==> config.mk <==
export PLATFORM = sky130hd
export DESIGN_NAME = slpi_fifo
export DESIGN_NICKNAME = d
export VERILOG_FILES = /design/src/hdl/slpi_fifo.sv
export SDC_FILE = /design/constraint.sdc
export NUM_CORES = 1
export LEC_CHECK = 0
export BUFFER_PORTS_ARGS = -buffer_cell sky130_fd_sc_hd__buf_2
export CAP_MARGIN = 20
export CORE_ASPECT_RATIO = 2
export CORE_MARGIN = 3
export CORE_UTILIZATION = 28
export CTS_BUF_LIST = sky130_fd_sc_hd__clkbuf_16
export DETAILED_ROUTE_END_ITERATION = 8
export SKIP_CTS_REPAIR_TIMING = 1
export SLEW_MARGIN = 40
export SYNTH_ARGS = -nofsm -noshare
export SYNTH_HDL_FRONTEND = slang
export SYNTH_SLANG_ARGS = --single-unit
==> constraint.sdc <==
create_clock -name clk -period 2.1 [get_ports clk]
set_clock_uncertainty 0.15 [all_clocks]
set_input_delay 0.525 -clock clk [delete_from_list [all_inputs] [get_ports clk]]
set_output_delay 0.525 -clock clk [all_outputs]
set_load 0.005 [all_outputs]
==> src/hdl/slpi_fifo.sv <==
// small register queue with push/full and pop/empty sides
`timescale 1ns / 1ps
`default_nettype none

module slpi_fifo #(
    parameter int WIDTH    = 8,
    parameter int DEPTH    = 4,
    parameter int CNT_BITS = $clog2(DEPTH + 1)
) (
    input  logic                clk,
    input  logic                rst_n,
    input  logic                push,
    input  logic [WIDTH-1:0]    push_data,
    output logic                full,
    input  logic                pop,
    output logic [WIDTH-1:0]    pop_data,
    output logic                empty,
    output logic [CNT_BITS-1:0] count
);

    localparam int PTR_BITS = (DEPTH > 1) ? $clog2(DEPTH) : 1;
    localparam logic [PTR_BITS-1:0] LAST_SLOT = PTR_BITS'(DEPTH - 1);

    logic [WIDTH-1:0]    slot_reg [DEPTH];
    logic [PTR_BITS-1:0] wr_ptr_reg;
    logic [PTR_BITS-1:0] wr_ptr_next;
    logic [PTR_BITS-1:0] rd_ptr_reg;
    logic [PTR_BITS-1:0] rd_ptr_next;
    logic [CNT_BITS-1:0] count_reg;
    logic [CNT_BITS-1:0] count_next;
    logic                do_push;
    logic                do_pop;

    assign full  = (count_reg == CNT_BITS'(DEPTH));
    assign empty = (count_reg == '0);
    assign count = count_reg;

    assign do_push = push && !full;
    assign do_pop  = pop && !empty;

    assign pop_data = slot_reg[rd_ptr_reg];

    always_comb
    begin
        wr_ptr_next = wr_ptr_reg;
        rd_ptr_next = rd_ptr_reg;
        count_next  = count_reg;
        if (do_push)
        begin
            wr_ptr_next = (wr_ptr_reg == LAST_SLOT) ? '0 : wr_ptr_reg + 1'b1;
        end
        if (do_pop)
        begin
            rd_ptr_next = (rd_ptr_reg == LAST_SLOT) ? '0 : rd_ptr_reg + 1'b1;
        end
        if (do_push && !do_pop)
        begin
            count_next = count_reg + 1'b1;
        end
        else if (do_pop && !do_push)
        begin
            count_next = count_reg - 1'b1;
        end
    end

    always_ff @(posedge clk or negedge rst_n)
    begin
        if (!rst_n)
        begin
            wr_ptr_reg <= '0;
            rd_ptr_reg <= '0;
            count_reg  <= '0;
        end
        else
        begin
            wr_ptr_reg <= wr_ptr_next;
            rd_ptr_reg <= rd_ptr_next;
            count_reg  <= count_next;
        end
    end

    always_ff @(posedge clk)
    begin
        if (do_push)
        begin
            slot_reg[wr_ptr_reg] <= push_data;
        end
    end

endmodule

`default_nettype wire

==> impl_metrics.xml <==
<?xml version="1.0" encoding="UTF-8"?>
<metrics>
  <group name="floorplanning">
    <metric name="row_cnt" unit="">38</metric>
    <metric name="die_h" unit="µm">114</metric>
    <metric name="i_o_pins" unit="">25</metric>
    <metric name="std_cell_core_area" unit="mm²">0.00552</metric>
    <metric name="floorplan.die.width" unit="µm">59.8</metric>
    <metric name="dieArea" unit="mm²">0.00679</metric>
    <metric name="initial_core_util" unit="%">29.4</metric>
  </group>
  <group name="global_routing">
    <metric name="grt_overflow_total" unit="">0</metric>
    <metric name="gr-usage-met1" unit="%">9.10</metric>
    <metric name="first_global_vias" unit="">914</metric>
    <metric name="global_route.usage.total" unit="%">8.77</metric>
    <metric name="antenna_found_initial" unit="">0</metric>
    <metric name="grt_pass1_wl" unit="mm">4.36</metric>
    <metric name="grt_start_max_net_pins" unit="">12</metric>
    <metric name="grtUsageMet2" unit="%">14.6</metric>
    <metric name="grt_util_met3" unit="%">3.06</metric>
    <metric name="globalRoute.busiestLayer" unit="">met2</metric>
  </group>
  <group name="route">
    <metric name="detail-route-antenna-nets" unit="">0</metric>
    <metric name="drc" unit="">0</metric>
    <metric name="vias_per_cell" unit="">4.55</metric>
    <metric name="route.detailed.wl_per_inst" unit="µm">15.5</metric>
    <metric name="vias" unit="">801</metric>
    <metric name="drt-total-wl" unit="mm">2.73</metric>
    <metric name="drt_iter0_drc" unit="">8</metric>
    <metric name="first_pass_detailed_route_iteration_total" unit="">2</metric>
  </group>
  <group name="cts">
    <metric name="cts.htree.levels" unit="">2</metric>
    <metric name="cts_made_buffers" unit="">5</metric>
    <metric name="max-clock-path-buffers" unit="">2</metric>
    <metric name="clk_latency" unit="ps">270</metric>
    <metric name="clk_pin_slew_worst_paths" unit="ps">50</metric>
    <metric name="clk_root_buffer_cell" unit="">clkbuf_16</metric>
    <metric name="clock_sink_count" unit="">39</metric>
    <metric name="cts_tree" unit="">built</metric>
  </group>
  <group name="synth">
    <metric name="synth_enable_flop_cells" unit="">32</metric>
    <metric name="synth-seq-cells" unit="">39</metric>
    <metric name="synth_cell_types" unit="">19</metric>
    <metric name="synthDominantCellAreaShare" unit="%">59.3</metric>
    <metric name="ys_warn_count" unit="">0</metric>
    <metric name="synth_area_leaders" unit="">edfxtp_1 59%, mux4_2 11%, dfrtp_1 11%</metric>
    <metric name="syn_inst" unit="">79</metric>
    <metric name="synth.top_cells.by_count" unit="">32 x edfxtp_1, 8 x mux4_2, 7 x dfrtp_1</metric>
    <metric name="cell_area_after_technology_mapping" unit="mm²">0.00162</metric>
    <metric name="post_synth.cell_area_avg" unit="µm²">20.5</metric>
    <metric name="yosysSeqAreaShare" unit="%">70.1</metric>
    <metric name="ys_async_sr_fraction" unit="%">17.9</metric>
    <metric name="mappedNetlistNets" unit="">98</metric>
    <metric name="synth.largest_area_cell" unit="">edfxtp_1</metric>
    <metric name="synthMostInstantiatedCell" unit="">edfxtp_1</metric>
    <metric name="synth-main-ff-cell" unit="">edfxtp_1</metric>
  </group>
  <group name="worst_setup_path">
    <metric name="setup.worst_path.class" unit="">reg -&gt; out</metric>
    <metric name="crit_path_cell_trace" unit="">buf_4 -&gt; mux4_2 -&gt; buf_2</metric>
    <metric name="cp.required" unit="ps">1420</metric>
    <metric name="end_kind" unit="">output port</metric>
    <metric name="crit_slowest_cell" unit="">mux4_2</metric>
    <metric name="path_max_fanout" unit="">5</metric>
    <metric name="max_stage_delay" unit="ps">510</metric>
    <metric name="worstPathArrival" unit="ps">1440</metric>
    <metric name="critical_path.startpoint_type" unit="">flop</metric>
  </group>
  <group name="place">
    <metric name="detailedPlacementHpwl" unit="mm">1.98</metric>
    <metric name="place_ws" unit="ps">-93.5</metric>
    <metric name="place_congestion" unit="">0.759</metric>
    <metric name="dp_cells" unit="">164</metric>
    <metric name="postPlaceCellArea" unit="mm²">0.00183</metric>
    <metric name="numPortBuffers" unit="">24</metric>
  </group>
  <group name="finish">
    <metric name="layout.filler_cells" unit="">533</metric>
    <metric name="layout-drive-gt1-share" unit="%">52.6</metric>
    <metric name="largest_register_ff_count" unit="">32</metric>
    <metric name="utilization" unit="%">36.4</metric>
    <metric name="post_layout_nonfiller_instances" unit="">176</metric>
    <metric name="final_cell_area" unit="mm²">0.00201</metric>
    <metric name="fin_nets" unit="">134</metric>
    <metric name="area_growth_syn_to_layout" unit="%">23.9</metric>
    <metric name="diodes" unit="">0</metric>
  </group>
  <group name="pwr">
    <metric name="pwr_density_cell" unit="mW/mm²">1420</metric>
    <metric name="total_leakage_power" unit="nW">0.771</metric>
    <metric name="worst_ir_drop_vdd" unit="mV">1.11</metric>
  </group>
  <group name="job">
    <metric name="cap_viol_max_count" unit="">0</metric>
  </group>
  <group name="timing">
    <metric name="slew_violations" unit="">0</metric>
    <metric name="rsz0062_at_grt" unit="">yes</metric>
    <metric name="timing.final.hold_violations" unit="">0</metric>
    <metric name="timing.final.crit_share" unit="%">101</metric>
    <metric name="max_clock_freq" unit="MHz">473</metric>
    <metric name="slew_at_the_pin_closest_to_its_max_slew_limit" unit="ps">239</metric>
    <metric name="finalSetupViolCount" unit="">2</metric>
    <metric name="worst_slack" unit="ps">-14.2</metric>
    <metric name="slew_headroom" unit="%">84.1</metric>
    <metric name="period_needed" unit="ps">2110</metric>
  </group>
  <group name="hold_path">
    <metric name="hold_class" unit="">in -&gt; reg</metric>
  </group>
  <group name="run_status">
    <metric name="failed_checks" unit="">negative setup slack</metric>
    <metric name="outcome" unit="">finished with violations</metric>
  </group>
</metrics>
-- critical path: cells and delay by family (launching register included) --
kind / cells / cell delay, ps
muxes: 1 / 510
buffers and inverters: 2 / 310
DFF: 1 / 340
-- layout make-up --
type	instances	area, µm²	share of cell area [%]
Sequential cell	39	1140	56.7
Multi-Input combinational cell	34	463	23.1
Timing Repair Buffer	32	183	9.10
Clock buffer	5	125	6.23
Tap cell	60	75.1	3.74
Clock inverter	3	11.3	0.561
Inverter	3	11.3	0.561
-- report_power, final --
part,switching [mW],internal [mW]
sequential,0.143,1.05
combinational,0.414,0.552
clock,0.256,0.426
total,0.812,2.03
-- cells in the final DEF (no fill, tap or decap), drive strengths merged --
master / n
ha: 6
clkinv: 2
xnor2: 1
mux2: 5
edfxtp: 32
dlygate4sd3: 1
fa: 1
buf: 31
nor2b: 1
inv: 4
xor2: 2
nor3: 1
and2: 4
dfrtp: 7
clkbuf: 5
nor2: 3
mux4: 8
nand2b: 1
nor3b: 1
-- metrics by stage --
stage	setup TNS, ps	hold slack, ps	power [mW]
detailed placement	-133	221	2.15
global route	-465	315	3.00
finish	-17.0	313	2.84
CTS	-265	-74.0	2.84
global placement	0	216	2.08
floorplan	0	79.4	1.78
-- path summary, 6_finish.rpt --
kind / from / end / slack, ps / cells past startpoint
max: rd_ptr_reg[0] / pop_data[1] / -10 / 3
min: push_data[0] / slot_reg[1][0] / 310 / 1
max reg2reg: count[2] / count[2] / 30 / 8
min reg2reg: wr_ptr_reg[1] / wr_ptr_reg[1] / 440 / 1
max in group asynchronous: rst_n / rd_ptr_reg[1] / 1160 / 2
min in group asynchronous: rst_n / count[1] / 460 / 2
-- metal layers --
layer / part of all wire, % / wire (µm)
met4: 2.7 / 74
met1: 36 / 979
met3: 5.1 / 139
met5: 0 / 0
met2: 56 / 1530
-- cell families (layout without fill, tap and decap cells) --
| kind of cell | after synthesis | count (layout) | synth area share (%) |
|---|---|---|---|
| DFF | 39 | 39 | 70.1 |
| xor gates and xnor gates | 3 | 3 | 1.62 |
| buffers and inverters | 6 | 43 | 1.93 |
| and+or+nand+nor | 11 | 11 | 5.41 |
| adders and majority gates | 7 | 7 | 5.87 |
| muxes | 13 | 13 | 15.1 |
Note: power is estimated with default switching activity, not from simulation.
