### src/hdl/slpi_pkg.sv
// shared constants, codes and types of the sample player voice
`timescale 1ns / 1ps
`default_nettype none

package slpi_pkg;

    // fixed field widths
    localparam int LEN_BITS       = 13;
    localparam int SPEED_BITS     = 20;
    localparam int CFG_DATA_BITS  = 20;
    localparam int CFG_INDEX_BITS = 2;
    localparam int OP_BITS        = 2;

    localparam logic [SPEED_BITS-1:0] SPEED_RESET = 20'd65536;

    // queue depths
    localparam int CMD_DEPTH = 4;
    localparam int OUT_DEPTH = 4;

    // item operations
    localparam logic [OP_BITS-1:0] OP_LOAD = 2'd0;
    localparam logic [OP_BITS-1:0] OP_PLAY = 2'd1;
    localparam logic [OP_BITS-1:0] OP_STOP = 2'd2;
    localparam logic [OP_BITS-1:0] OP_TICK = 2'd3;

    // configuration register indexes
    localparam logic [CFG_INDEX_BITS-1:0] CFG_SPEED_STEP    = 2'd0;
    localparam logic [CFG_INDEX_BITS-1:0] CFG_LOOP_ENABLE   = 2'd1;
    localparam logic [CFG_INDEX_BITS-1:0] CFG_SAMPLE_LENGTH = 2'd2;

    // how a tick builds its output
    localparam logic [1:0] MODE_ZERO   = 2'd0;
    localparam logic [1:0] MODE_RAW    = 2'd1;
    localparam logic [1:0] MODE_INTERP = 2'd2;

    // control part of a command travelling from front to back
    typedef struct packed {
        logic       is_load;
        logic [1:0] mode;
        logic       still;
    } slpi_ctl_t;

    localparam int CTL_BITS = $bits(slpi_ctl_t);

endpackage

`default_nettype wire

### src/hdl/slpi_front.sv
// front end: configuration, playhead and play state, command classification
`timescale 1ns / 1ps
`default_nettype none

module slpi_front #(
    parameter int SAMPLE_DEPTH = 4096,
    parameter int FRAC_BITS    = 16,
    parameter int SAMPLE_BITS  = 16,
    parameter int ADDR_BITS    = (SAMPLE_DEPTH > 1) ? $clog2(SAMPLE_DEPTH) : 1,
    parameter int CMD_BITS     = slpi_pkg::CTL_BITS + ADDR_BITS + SAMPLE_BITS + FRAC_BITS
) (
    input  logic                                 clk,
    input  logic                                 rst_n,
    input  logic                                 item_valid,
    input  logic [slpi_pkg::OP_BITS-1:0]         operation,
    input  logic [11:0]                          load_address,
    input  logic [SAMPLE_BITS-1:0]               sample_value,
    input  logic                                 cfg_write,
    input  logic [slpi_pkg::CFG_INDEX_BITS-1:0]  cfg_index,
    input  logic [slpi_pkg::CFG_DATA_BITS-1:0]   cfg_data,
    output logic                                 cmd_push,
    output logic [CMD_BITS-1:0]                  cmd_data
);

    import slpi_pkg::*;

    localparam int IDX_BITS = (ADDR_BITS > LEN_BITS) ? ADDR_BITS : LEN_BITS;
    localparam int CMP_BITS = IDX_BITS + 1;
    localparam int PH_BITS  = LEN_BITS + FRAC_BITS;

    logic [SPEED_BITS-1:0] speed_reg;
    logic                  loop_reg;
    logic [LEN_BITS-1:0]   length_reg;
    logic [PH_BITS-1:0]    playhead_reg;
    logic                  playing_reg;

    logic [LEN_BITS-1:0]   len_eff;
    logic [LEN_BITS-1:0]   ph_idx;
    logic [FRAC_BITS-1:0]  ph_frac;
    logic                  active;
    logic [LEN_BITS:0]     idx_inc;
    logic [1:0]            tick_mode;
    logic [PH_BITS:0]      end_pos;
    logic [PH_BITS:0]      ph_sum;
    logic [PH_BITS:0]      ph_wrap;
    logic                  reached;
    logic [PH_BITS-1:0]    ph_adv;
    logic                  play_adv;
    logic [IDX_BITS-1:0]   idx_wide;
    logic [IDX_BITS-1:0]   addr_wide;
    logic                  addr_ok;
    slpi_ctl_t             ctl;
    logic [ADDR_BITS-1:0]  cmd_addr;

    // configuration registers
    always_ff @(posedge clk or negedge rst_n)
    begin
        if (!rst_n)
        begin
            speed_reg  <= SPEED_RESET;
            loop_reg   <= 1'b0;
            length_reg <= '0;
        end
        else if (cfg_write)
        begin
            unique case (cfg_index)
                CFG_SPEED_STEP:    speed_reg  <= cfg_data[SPEED_BITS-1:0];
                CFG_LOOP_ENABLE:   loop_reg   <= cfg_data[0];
                CFG_SAMPLE_LENGTH: length_reg <= cfg_data[LEN_BITS-1:0];
                default:           ;
            endcase
        end
    end

    // playhead arithmetic
    always_comb
    begin
        len_eff  = (CMP_BITS'(length_reg) > CMP_BITS'(SAMPLE_DEPTH)) ?
                   LEN_BITS'(SAMPLE_DEPTH) : length_reg;
        ph_idx   = playhead_reg[PH_BITS-1:FRAC_BITS];
        ph_frac  = playhead_reg[FRAC_BITS-1:0];
        active   = playing_reg && (len_eff != '0);
        idx_inc  = {1'b0, ph_idx} + 1'b1;

        if (!active)
        begin
            tick_mode = MODE_ZERO;
        end
        else if (idx_inc < {1'b0, len_eff})
        begin
            tick_mode = MODE_INTERP;
        end
        else if (ph_idx < len_eff)
        begin
            tick_mode = MODE_RAW;
        end
        else
        begin
            tick_mode = MODE_ZERO;
        end

        end_pos  = {1'b0, len_eff, {FRAC_BITS{1'b0}}};
        ph_sum   = {1'b0, playhead_reg} + (PH_BITS + 1)'(speed_reg);
        ph_wrap  = ph_sum - end_pos;
        reached  = (ph_sum >= end_pos);
        ph_adv   = (reached && loop_reg) ? ph_wrap[PH_BITS-1:0] : ph_sum[PH_BITS-1:0];
        play_adv = playing_reg && !(reached && !loop_reg);

        idx_wide  = IDX_BITS'(ph_idx);
        addr_wide = IDX_BITS'(load_address);
        addr_ok   = (CMP_BITS'(load_address) < CMP_BITS'(SAMPLE_DEPTH));
    end

    // play state
    always_ff @(posedge clk or negedge rst_n)
    begin
        if (!rst_n)
        begin
            playhead_reg <= '0;
            playing_reg  <= 1'b0;
        end
        else if (item_valid)
        begin
            unique case (operation)
                OP_LOAD:
                begin
                    playhead_reg <= '0;
                end
                OP_PLAY:
                begin
                    playhead_reg <= '0;
                    playing_reg  <= 1'b1;
                end
                OP_STOP:
                begin
                    playhead_reg <= '0;
                    playing_reg  <= 1'b0;
                end
                OP_TICK:
                begin
                    if (active)
                    begin
                        playhead_reg <= ph_adv;
                        playing_reg  <= play_adv;
                    end
                end
            endcase
        end
    end

    // command to the back end: loads in range and every tick
    always_comb
    begin
        ctl.is_load = (operation == OP_LOAD);
        ctl.mode    = tick_mode;
        ctl.still   = active ? play_adv : playing_reg;
        cmd_addr    = ctl.is_load ? addr_wide[ADDR_BITS-1:0] : idx_wide[ADDR_BITS-1:0];
        cmd_push    = item_valid &&
                      (((operation == OP_LOAD) && addr_ok) || (operation == OP_TICK));
        cmd_data    = {ctl, cmd_addr, sample_value, ph_frac};
    end

`ifndef SYNTHESIS
    a_stop_clears: assert property (@(posedge clk) disable iff (!rst_n)
        item_valid && (operation == OP_STOP) |=> !playing_reg && (playhead_reg == '0))
        else $error("stop did not clear the play state");

    a_zero_len_holds: assert property (@(posedge clk) disable iff (!rst_n)
        item_valid && (operation == OP_TICK) && (len_eff == '0) |=> $stable(playhead_reg))
        else $error("playhead moved with zero length");

    a_idle_tick_silent: assert property (@(posedge clk) disable iff (!rst_n)
        item_valid && (operation == OP_TICK) && !playing_reg
        |-> cmd_push && (ctl.mode == MODE_ZERO) && !ctl.still)
        else $error("idle tick not classified as silent");
`endif

endmodule

`default_nettype wire

### config.mk
export PLATFORM = sky130hd
export DESIGN_NAME = slpi_front
export DESIGN_NICKNAME = d
export VERILOG_FILES = /design/src/hdl/slpi_pkg.sv /design/src/hdl/slpi_front.sv
export SDC_FILE = /design/constraint.sdc
export NUM_CORES = 1
export LEC_CHECK = 0
export ABC_AREA = 1
export BUFFER_PORTS_ARGS = -buffer_cell sky130_fd_sc_hd__buf_2
export CORE_MARGIN = 2
export CORE_UTILIZATION = 52
export CTS_CLUSTER_SIZE = 40
export DETAILED_ROUTE_END_ITERATION = 7
export PLACE_DENSITY = 0.86
export SLEW_MARGIN = 20
export SYNTH_ARGS = -nofsm -noshare
export SYNTH_HDL_FRONTEND = slang
export SYNTH_SLANG_ARGS = --single-unit
### constraint.sdc
create_clock -name clk -period 5.6 [get_ports clk]
set_clock_uncertainty 0.2 [all_clocks]
set_input_delay 1.12 -clock clk [delete_from_list [all_inputs] [get_ports clk]]
set_output_delay 1.12 -clock clk [all_outputs]
set_load 0.01 [all_outputs]
==> impl_metrics.tcl, run 1 <==
set metrics [dict create \
    dp_worst_setup_slack_ns 0.392 \
    drc_errors 0 \
    power_per_cell_area_nw_per_um2 345 \
    vias 5731 \
    setup_tns_ns 0 \
    crit_type "reg -> out" \
    yosys_register_bits 64 \
    final_net_count 1030 \
    place.detailed.instances 1030 \
    core_region_area_um2 11000 \
    max_cap_viol_count 0 \
    clkSinkCount 64 \
    final.setup.worst_slack_ns 0.211 \
    post_route_cells_drive_above_1_share 0.169 \
    fin_total_pwr_mw 2.32 \
    timing.slew.headroom 0.440 \
    grt_max_degree 42 \
    fp.dieH_um 111 \
    synth_simple_gate_area_share 0.289 \
    p_leak_nw 3.78 \
    crit_path_launch_type "flip-flop" \
    postSynth.asyncResetShare 1.00 \
    tightest_slew_ns 0.839 \
    status "finished, final reports clean" \
    rr_worst_depth 27 \
    xor_and_xnor_area_share_after_synthesis 0.0532 \
    initial_drt_markers 513 \
    first_global_vias 5303 \
    critPathRequiredTime_ns 4.28 \
    hpwl_um 12000 \
    yosys.cell_types.count 40 \
    clock-root-buffer "clkbuf_16" \
    grt_usage 0.254 \
    whs_path_depth 2 \
    floorplan.initialDensity 0.540 \
    synth.mux.area_fraction 0.0133 \
    global_route_wire_length_before_repair_um 25400 \
    report.final.setup_viol 0 \
    combinational_family_with_the_most_area_after_synthesis "simple AND/OR/NAND/NOR gates" \
    syn_nets 984 \
    buffer_levels_on_the_longest_clock_path 2 \
    sort_of_element_at_the_end_of_the_critical_path "output port" \
    report.final.slew_viol_count 0 \
    die_width_um 111 \
    number_of_cts_inserted_buffers 9 \
    synth_edf_count 0 \
    ys.warnings.count 0 \
    post-route-cell-area_um2 6730 \
    syn-instance-count 865 \
    largest_register_ffs 29 \
    number_of_antenna_violations_at_the_first_check_in_global_routing 0 \
    io-pin-count 105 \
    arrival_time_at_the_worst_endpoint_ns 4.07 \
    rows 38 \
    grt_overflow 0 \
    netlist_area_um2 5930 \
    synth-seq-area-share 0.270 \
    route.detailed.vias_per_inst 5.43 \
    place_area_um2 6160 \
    synth-compound-area-share 0.110 \
    io_buffer_count 72 \
    clkSlewWorstSetupHoldPaths_ns 0.06 \
    cts-hold-fix-buffers 0 \
    biggest_fanout_along_the_worst_timing_path 6 \
    synthesis.area_per_instance_um2 6.85 \
    layoutNonFillerInstCount 1056 \
    finalCriticalPeriod_ns 5.39 \
    area_added_between_synthesis_and_finish_pct 13.5 \
    dr.pass1.iters 5 \
    cts_htree_levels 3 \
    holdCritPathClass "reg -> reg" \
    vdd_ir_drop_max_mv 0.234 \
    antenna_violating_nets_post_route 0 \
    synth-adder-area-share 0.135 \
    cts_tree "done" \
    clkLatencyLatePin_ns 0.34 \
    floorplan.die_area_um2 12300 \
    postSynth.topFlopCell "dfrtp_1" \
    timing.fmax_mhz 186 \
    timing.final.hold_violations 0 \
    antenna_cells_inserted 0 \
    finalCritPeriodShare 0.962 \
    routedWlPerCell_um 15.1 \
    place.gp.congestion 0.960 \
    postRouteWirelength_um 15900 \
]
-- power breakdown --
group          switching (mW)  internal [mW]
clock                   0.226          0.403
combinational           0.666          0.423
sequential             0.0721          0.531
total                   0.964           1.36
-- metal layers --
metal  up-vias  GRT usage  part of all wire
li1       2855          -                 -
met1      2626      0.342              0.44
met2       226      0.404              0.46
met3        24     0.0629             0.083
met4         0     0.0750             0.016
met5         -          0                 0
-- kinds of logic after synthesis --
kind of cell / count (synthesis)
AOI/OAI and AO/OA: 122
xor gates and xnor gates: 36
adders and majority gates: 63
buffers and inverters: 167
DFF: 64
muxes: 7
and+or+nand+nor: 406
-- layout make-up --
cell class                 count  area, um^2
multi-input combinational    634        3720
fill                         997        4250
clock buffer                  10         239
inverter                     117         439
timing repair buffer          85         458
sequential                    64        1600
clock inverter                 6        91.3
tap                          140         175
-- repair_timing --
item | CTS | global route
gates resized for setup | 1 | 35
pin swaps | 0 | 16
setup endpoints to repair | 1 | 1
buffers inserted | 0 | 10
cloned | 0 | 0
-- cell usage after synthesis, types with 2 or more instances --
| master | count | area share |
|---|---|---|
| clkbuf_1 | 10 | 0.0063 |
| buf_2 | 4 | 0.0034 |
| nor3_1 | 10 | 0.0084 |
| dfrtp_1 | 63 | 0.27 |
| a21o_1 | 4 | 0.0051 |
| o21a_1 | 2 | 0.0025 |
| nor2_1 | 44 | 0.028 |
| a21oi_1 | 42 | 0.035 |
| a211oi_1 | 3 | 0.0038 |
| ha_1 | 61 | 0.13 |
| xnor2_1 | 8 | 0.012 |
| or2_1 | 2 | 0.0021 |
| inv_2 | 4 | 0.0025 |
| nor4_1 | 4 | 0.0042 |
| nand4_1 | 8 | 0.0084 |
| nor3_2 | 2 | 0.0034 |
| buf_4 | 33 | 0.042 |
| nand2_1 | 266 | 0.17 |
| a22o_1 | 3 | 0.0044 |
| fa_1 | 2 | 0.0068 |
| o21ai_1 | 3 | 0.0025 |
| nand3_1 | 54 | 0.046 |
| o21ai_0 | 61 | 0.051 |
| nand3b_1 | 9 | 0.011 |
| inv_1 | 113 | 0.072 |
| mux2_2 | 7 | 0.013 |
| nand2_2 | 3 | 0.0032 |
| xor2_1 | 28 | 0.041 |
-- placed cells by master (no fill, tap or decap), types with 6 or more instances in the layout --
master and n:
nor2_1 41, o21ai_0 61, nand2_1 258, a21oi_1 38
xor2_1 25, buf_4 13, mux2_2 7, ha_1 53
nand3_1 51, nand3b_1 9, nand4_1 8, buf_2 72
xnor2_1 8, inv_2 6, nand2_2 10, clkbuf_16 9
inv_1 111, nor3_1 10, dfrtp_1 63
-- path summary, 6_finish.rpt --
| path | slack [ns] | end | from |
|---|---|---|---|
| max | 0.21 | cmd_data[44] | playhead_reg[2] |
| min | 0.29 | speed_reg[2] | speed_reg[2] |
| max reg2reg | 1.10 | playhead_reg[16] | playhead_reg[2] |
| min reg2reg | 0.29 | speed_reg[2] | speed_reg[2] |
| max in group asynchronous | 3.69 | playhead_reg[11] | rst_n |
| min in group asynchronous | 0.57 | playhead_reg[20] | rst_n |
-- critical path: stages, from the launching register on --
cell and delay (ns):
dfrtp_1 0.41, ha_2 0.40, or2_1 0.14, nand3_2 0.09, nand2_1 0.13, nand2_1 0.10
nand2_2 0.13, nand3_2 0.17, a21oi_2 0.23, xor2_2 0.21, inv_1 0.07, ha_2 0.38
nand2_1 0.09, nor2_2 0.13, nand3b_1 0.10, nor2_1 0.11, nand3_1 0.08, nor2_1 0.10
nand2_1 0.07, nor2_1 0.09, nand3_1 0.09, nand2_2 0.12, nand2_1 0.05, nand2_1 0.07
inv_1 0.04, buf_2 0.13
-- per-stage QoR --
stage          utilization  hold slack, ns
4_1_cts              0.592           0.295
6_report             0.613           0.293
5_1_grt              0.613           0.332
2_1_floorplan            -           0.257
3_3_place_gp         0.561           0.271
3_5_place_dp         0.561           0.280
Power figures use the tool's default switching activity.
==> inputs of run 2 (changes only) <==
CORE_UTILIZATION = 25   (was 52)
PLACE_DENSITY = 0.53   (was 0.86)
==> impl_metrics.tcl, run 2 (same netlist as run 1, synthesis figures left out) <==
set metrics [dict create \
    register_area_um2 1600 \
    initial_drt_markers 383 \
    rr_endpoint "playhead_reg[18]" \
    place_area_um2 6400 \
    floorplan.die_area_um2 25000 \
    vias 5603 \
    cts_htree_levels 3 \
    utilization 0.304 \
    crit_path_launch_type "flip-flop" \
    seq_power_share 0.254 \
    finalCritPeriodShare 0.957 \
    final.setup.worst_slack_ns 0.238 \
    post-route-cell-area_um2 7110 \
    clkSinkCount 64 \
    max_cap_viol_count 0 \
    holdCritPathClass "reg -> reg" \
    combinationalPowerShare 0.464 \
    clkLatencyLatePin_ns 0.35 \
    clk_network_pwr_share 0.283 \
    path_common_cell "nand2_2" \
    vdd_ir_drop_max_mv 0.170 \
    cts-hold-fix-buffers 0 \
    first_global_vias 5314 \
    post_route_cells_drive_above_1_share 0.184 \
    sort_of_element_at_the_end_of_the_critical_path "output port" \
    crit_type "reg -> out" \
    drc_errors 0 \
    floorplan.initialDensity 0.253 \
    dr.pass1.iters 5 \
    mostFrequentLayoutCell "nand2_1" \
    final_net_count 1036 \
    report.final.slew_viol_count 0 \
    buffer_levels_on_the_longest_clock_path 2 \
    rows 56 \
    reg2reg_from "playhead_reg[0]" \
    core_region_area_um2 23400 \
    hpwl_um 14300 \
    grt_max_degree 65 \
    antenna_cells_inserted 0 \
    r2r_setup_slack_ns 1.20 \
    area_of_the_multi_input_gates_um2 3810 \
    whs_path_depth 2 \
    global_route_wire_length_before_repair_um 28300 \
    setup_tns_ns 0 \
    routedWlPerCell_um 14.7 \
    swShare 0.412 \
    min_to "speed_reg[0]" \
    finalHoldWorstSlack_ns 0.304 \
    rr_worst_depth 32 \
    critPathRequiredTime_ns 4.28 \
    cp_slowest_stage_delay_ns 0.38 \
    biggest_fanout_along_the_worst_timing_path 3 \
    hold_path.startpoint "speed_reg[0]" \
    timing.slew.headroom 0.402 \
    cts_tree "done" \
    timing.fmax_mhz 187 \
    timing.critical_path.slowest_stage_cell "dfrtp_1" \
    largest_register_ffs 29 \
    clkSlewWorstSetupHoldPaths_ns 0.06 \
    postRouteWirelength_um 18200 \
    status "finished, final reports clean" \
    place.gp.congestion 0.911 \
    finalCriticalPeriod_ns 5.36 \
    power_per_cell_area_nw_per_um2 339 \
    fill_cells 2624 \
    p_leak_nw 3.83 \
    net_switching_component_of_the_power_mw 0.995 \
    grt_usage 0.148 \
    area_added_between_synthesis_and_finish_pct 20.0 \
    timing.final.hold_violations 0 \
    number_of_antenna_violations_at_the_first_check_in_global_routing 0 \
    arrival_time_at_the_worst_endpoint_ns 4.04 \
    io-pin-count 105 \
    most_frequent_cells_in_the_layout "nand2_1 (253), inv_1 (111), buf_2 (72)" \
    io_buffer_count 72 \
    antenna_violating_nets_post_route 0 \
    number_of_cts_inserted_buffers 9 \
    dp_worst_setup_slack_ns 0.302 \
    report.final.setup_viol 0 \
    internal_power_mw 1.42 \
    tightest_slew_ns 0.897 \
    grt_overflow 0 \
    route.detailed.vias_per_inst 4.51 \
    fp.dieH_um 158 \
    die_width_um 158 \
    clock-root-buffer "clkbuf_16" \
]
-- run 2: cell count changes in the layout (fill, tap and decap cells not counted), sizes merged --
cell,before,now
bufinv,2,3
clkinv,0,1
buf,85,91
clkinvlp,3,1
-- run 2: worst max path at each step --
stage / start / slack (ns) / to / depth (start not counted)
6_report: playhead_reg[0] / 0.24 / cmd_data[44] / 31
5_1_grt: playhead_reg[0] / -0.06 / cmd_data[44] / 31
4_1_cts: playhead_reg[0] / 0.002 / cmd_data[44] / 31
3_5_place_dp: playhead_reg[0] / 0.30 / cmd_data[44] / 31
3_3_place_gp: playhead_reg[0] / 0.47 / cmd_data[44] / 31
2_1_floorplan: playhead_reg[0] / 0.91 / cmd_data[44] / 30
-- run 2: metal layers --
metal / vias up / global-route usage / routed length (um)
li1: 2868 / - / -
met1: 2571 / 0.208 / 8910
met2: 142 / 0.226 / 7870
met3: 22 / 0.0318 / 1140
met4: 0 / 0.0459 / 281
met5: - / 0 / 0
-- run 2: worst max-delay path: cells and delay by family (launching register included) --
kind	cells	cell delay, ns
compound gates	1	0.08
xor+xnor	1	0.17
fa+ha+maj	3	0.85
buf+inv	5	0.38
flops	1	0.38
simple gates	21	1.84
-- run 2: what timing repair did --
item                       CTS  global route
pin swaps                    0            18
gates resized for setup      3            48
setup endpoints to repair    1             1
buffers inserted             1            13
-- run 2: through the flow --
step	power (mW)	cells
after detailed placement	1.64	1211
after CTS	2.34	1228
after global placement	1.64	1211
final	2.41	1241
after floorplan	1.38	865
after global routing	2.60	1241
-- run 2: power by group through the flow --
stage          registers [mW]  clock network [mW]  logic (mW)
6_report                0.612               0.683        1.12
3_5_place_dp            0.613                   0        1.03
3_3_place_gp            0.612                   0        1.03
5_1_grt                 0.621               0.710        1.27
2_1_floorplan           0.579                   0       0.806
4_1_cts                 0.605               0.693        1.04
-- run 2: area by class of cell --
class,count,share of cell area
inverters,117,0.0617
clock buffers,10,0.0336
flip-flops and latches,64,0.225
clock inverters,6,0.0162
well taps,319,0.0561
multi-input cells,634,0.536
repair buffers,91,0.0707
==> inputs of run 3 (changes only) <==
SETUP_SLACK_MARGIN = 0.05   (was unset)
clock period = 4.95 ns   (was 5.6 ns; I/O delays follow)
==> impl_metrics.tcl, run 3 (same netlist as run 1, synthesis figures left out) <==
set metrics [dict create \
    clkLatencyLatePin_ns 0.34 \
    mostFrequentLayoutCell "nand2_1" \
    post-route-cell-area_um2 7240 \
    setup_tns_ns -0.0827 \
    timing.critical_path.slowest_stage_cell "dfrtp_1" \
    register_area_um2 1600 \
    floorplan.initialDensity 0.253 \
    postRouteWirelength_um 18300 \
    seq_power_share 0.247 \
    vdd_ir_drop_max_mv 0.197 \
    drc_errors 0 \
    net_switching_component_of_the_power_mw 1.12 \
    sort_of_element_at_the_end_of_the_critical_path "output port" \
    biggest_fanout_along_the_worst_timing_path 3 \
    clk_network_pwr_share 0.255 \
    finalHoldWorstSlack_ns 0.305 \
    grt_setup_unrepaired "yes" \
    holdCritPathClass "reg -> reg" \
    crit_type "reg -> out" \
    cts_tree "done" \
    core_region_area_um2 23400 \
    place.detailed.instances 1238 \
    timing.fmax_mhz 199 \
    hpwl_um 14900 \
    dp_worst_setup_slack_ns -0.0359 \
    floorplan.die_area_um2 25000 \
    timing.final.hold_violations 0 \
    area_of_the_multi_input_gates_um2 3790 \
    max_cap_viol_count 0 \
    global_route_wire_length_before_repair_um 28900 \
    layoutNonFillerInstCount 1264 \
    swShare 0.407 \
    report.final.slew_viol_count 0 \
    route.detailed.vias_per_inst 4.44 \
    finalCriticalPeriod_ns 5.03 \
    path_common_cell "nand2_2" \
    rows 56 \
    area_added_between_synthesis_and_finish_pct 22.1 \
    dr.pass1.iters 5 \
    finalCritPeriodShare 1.02 \
    fill_cells 2657 \
    status "finished, violations left" \
    largest_register_ffs 29 \
    failed_checks "negative setup slack" \
    routedWlPerCell_um 14.5 \
    io-pin-count 105 \
    clkSlewWorstSetupHoldPaths_ns 0.05 \
    cts-hold-fix-buffers 0 \
    power_per_cell_area_nw_per_um2 380 \
    cts_htree_levels 3 \
    timing.slew.headroom 0.342 \
    first_global_vias 5399 \
    tightest_slew_ns 0.986 \
    number_of_cts_inserted_buffers 9 \
    place.gp.congestion 0.890 \
    buffer_levels_on_the_longest_clock_path 2 \
    final_net_count 1060 \
    arrival_time_at_the_worst_endpoint_ns 3.84 \
    grt_max_degree 40 \
    p_leak_nw 3.94 \
    clock-root-buffer "clkbuf_16" \
    number_of_antenna_violations_at_the_first_check_in_global_routing 0 \
    fp.dieH_um 158 \
    antenna_cells_inserted 0 \
    report.final.setup_viol 1 \
    initial_drt_markers 267 \
    grt_usage 0.151 \
    cp_slowest_stage_delay_ns 0.35 \
    place_area_um2 6600 \
    clkSinkCount 64 \
    antenna_violating_nets_post_route 0 \
    io_buffer_count 72 \
    critPathRequiredTime_ns 3.76 \
    die_width_um 158 \
    most_frequent_cells_in_the_layout "nand2_1 (254), inv_1 (110), buf_2 (71)" \
    vias 5608 \
    crit_path_launch_type "flip-flop" \
    internal_power_mw 1.63 \
    grt_overflow 0 \
    combinationalPowerShare 0.498 \
    final.setup.worst_slack_ns -0.0827 \
    post_route_cells_drive_above_1_share 0.202 \
]
## run 3: cell types whose count changed in the layout (fill, tap and decap cells not counted), moves of 2 or more
| cell | change |
|---|---|
| xor2_1 | -2 |
| buf_4 | +24 |
| ha_4 | -2 |
| nand2_2 | +2 |
| ha_2 | -3 |
| xor2_2 | +2 |
| nand2_4 | -3 |
| ha_1 | +5 |
## run 3: area by class of cell
cell class / instances / share of cell area
clock inverter: 3 / 0.00899
tap: 319 / 0.0551
timing repair buffer: 115 / 0.0952
clock buffer: 12 / 0.0354
sequential: 64 / 0.221
multi-input combinational: 634 / 0.523
inverter: 117 / 0.0607
## run 3: critical path: cells and delay by family (launching register included)
family                   cells  cell delay [ns]
buffers and inverters        6             0.50
AO/OA/AOI/OAI                1             0.07
AND/OR/NAND/NOR             20             1.65
adder cells (fa/ha/maj)      3             0.80
XOR/XNOR                     1             0.14
flip-flops                   1             0.35
## run 3: per-layer routing
metal | global-route usage | up-vias | part of all wire
met5 | 0 | - | 0
met4 | 0.0378 | 0 | 0.015
met3 | 0.0304 | 18 | 0.050
met2 | 0.233 | 115 | 0.43
met1 | 0.214 | 2565 | 0.51
li1 | - | 2910 | -
## run 3: power groups by stage
| stage | combinational (mW) | sequential [mW] | clock [mW] |
|---|---|---|---|
| after global routing | 1.55 | 0.689 | 0.733 |
| after floorplan | 0.912 | 0.655 | 0 |
| final | 1.37 | 0.679 | 0.701 |
| after CTS | 1.33 | 0.674 | 0.711 |
| after detailed placement | 1.29 | 0.682 | 0 |
| after global placement | 1.29 | 0.680 | 0 |
## run 3: worst paths after layout
check                                    to       startpoint  slack [ns]  cells past startpoint
max                            cmd_data[44]  playhead_reg[0]       -0.08                     31
min                            speed_reg[2]     speed_reg[2]        0.31                      2
max reg2reg                playhead_reg[17]  playhead_reg[0]        0.81                     32
min reg2reg                    speed_reg[2]     speed_reg[2]        0.31                      2
max in group asynchronous     speed_reg[16]            rst_n        2.97                      2
min in group asynchronous  playhead_reg[23]            rst_n        0.60                      1
## run 3: repair_timing
| action | 4_1_cts | 5_1_grt |
|---|---|---|
| gates resized for setup | 26 | 21 |
| cloned | 0 | 0 |
| endpoints found under the setup margin | 1 | 1 |
| pin swaps | 13 | 14 |
| setup buffers | 11 | 0 |
## run 3: stage by stage
step	util	power (mW)
4_1_cts	0.303	2.72
5_1_grt	0.309	2.97
6_report	0.309	2.75
3_5_place_dp	0.282	1.97
3_3_place_gp	0.282	1.97
2_1_floorplan	-	1.57
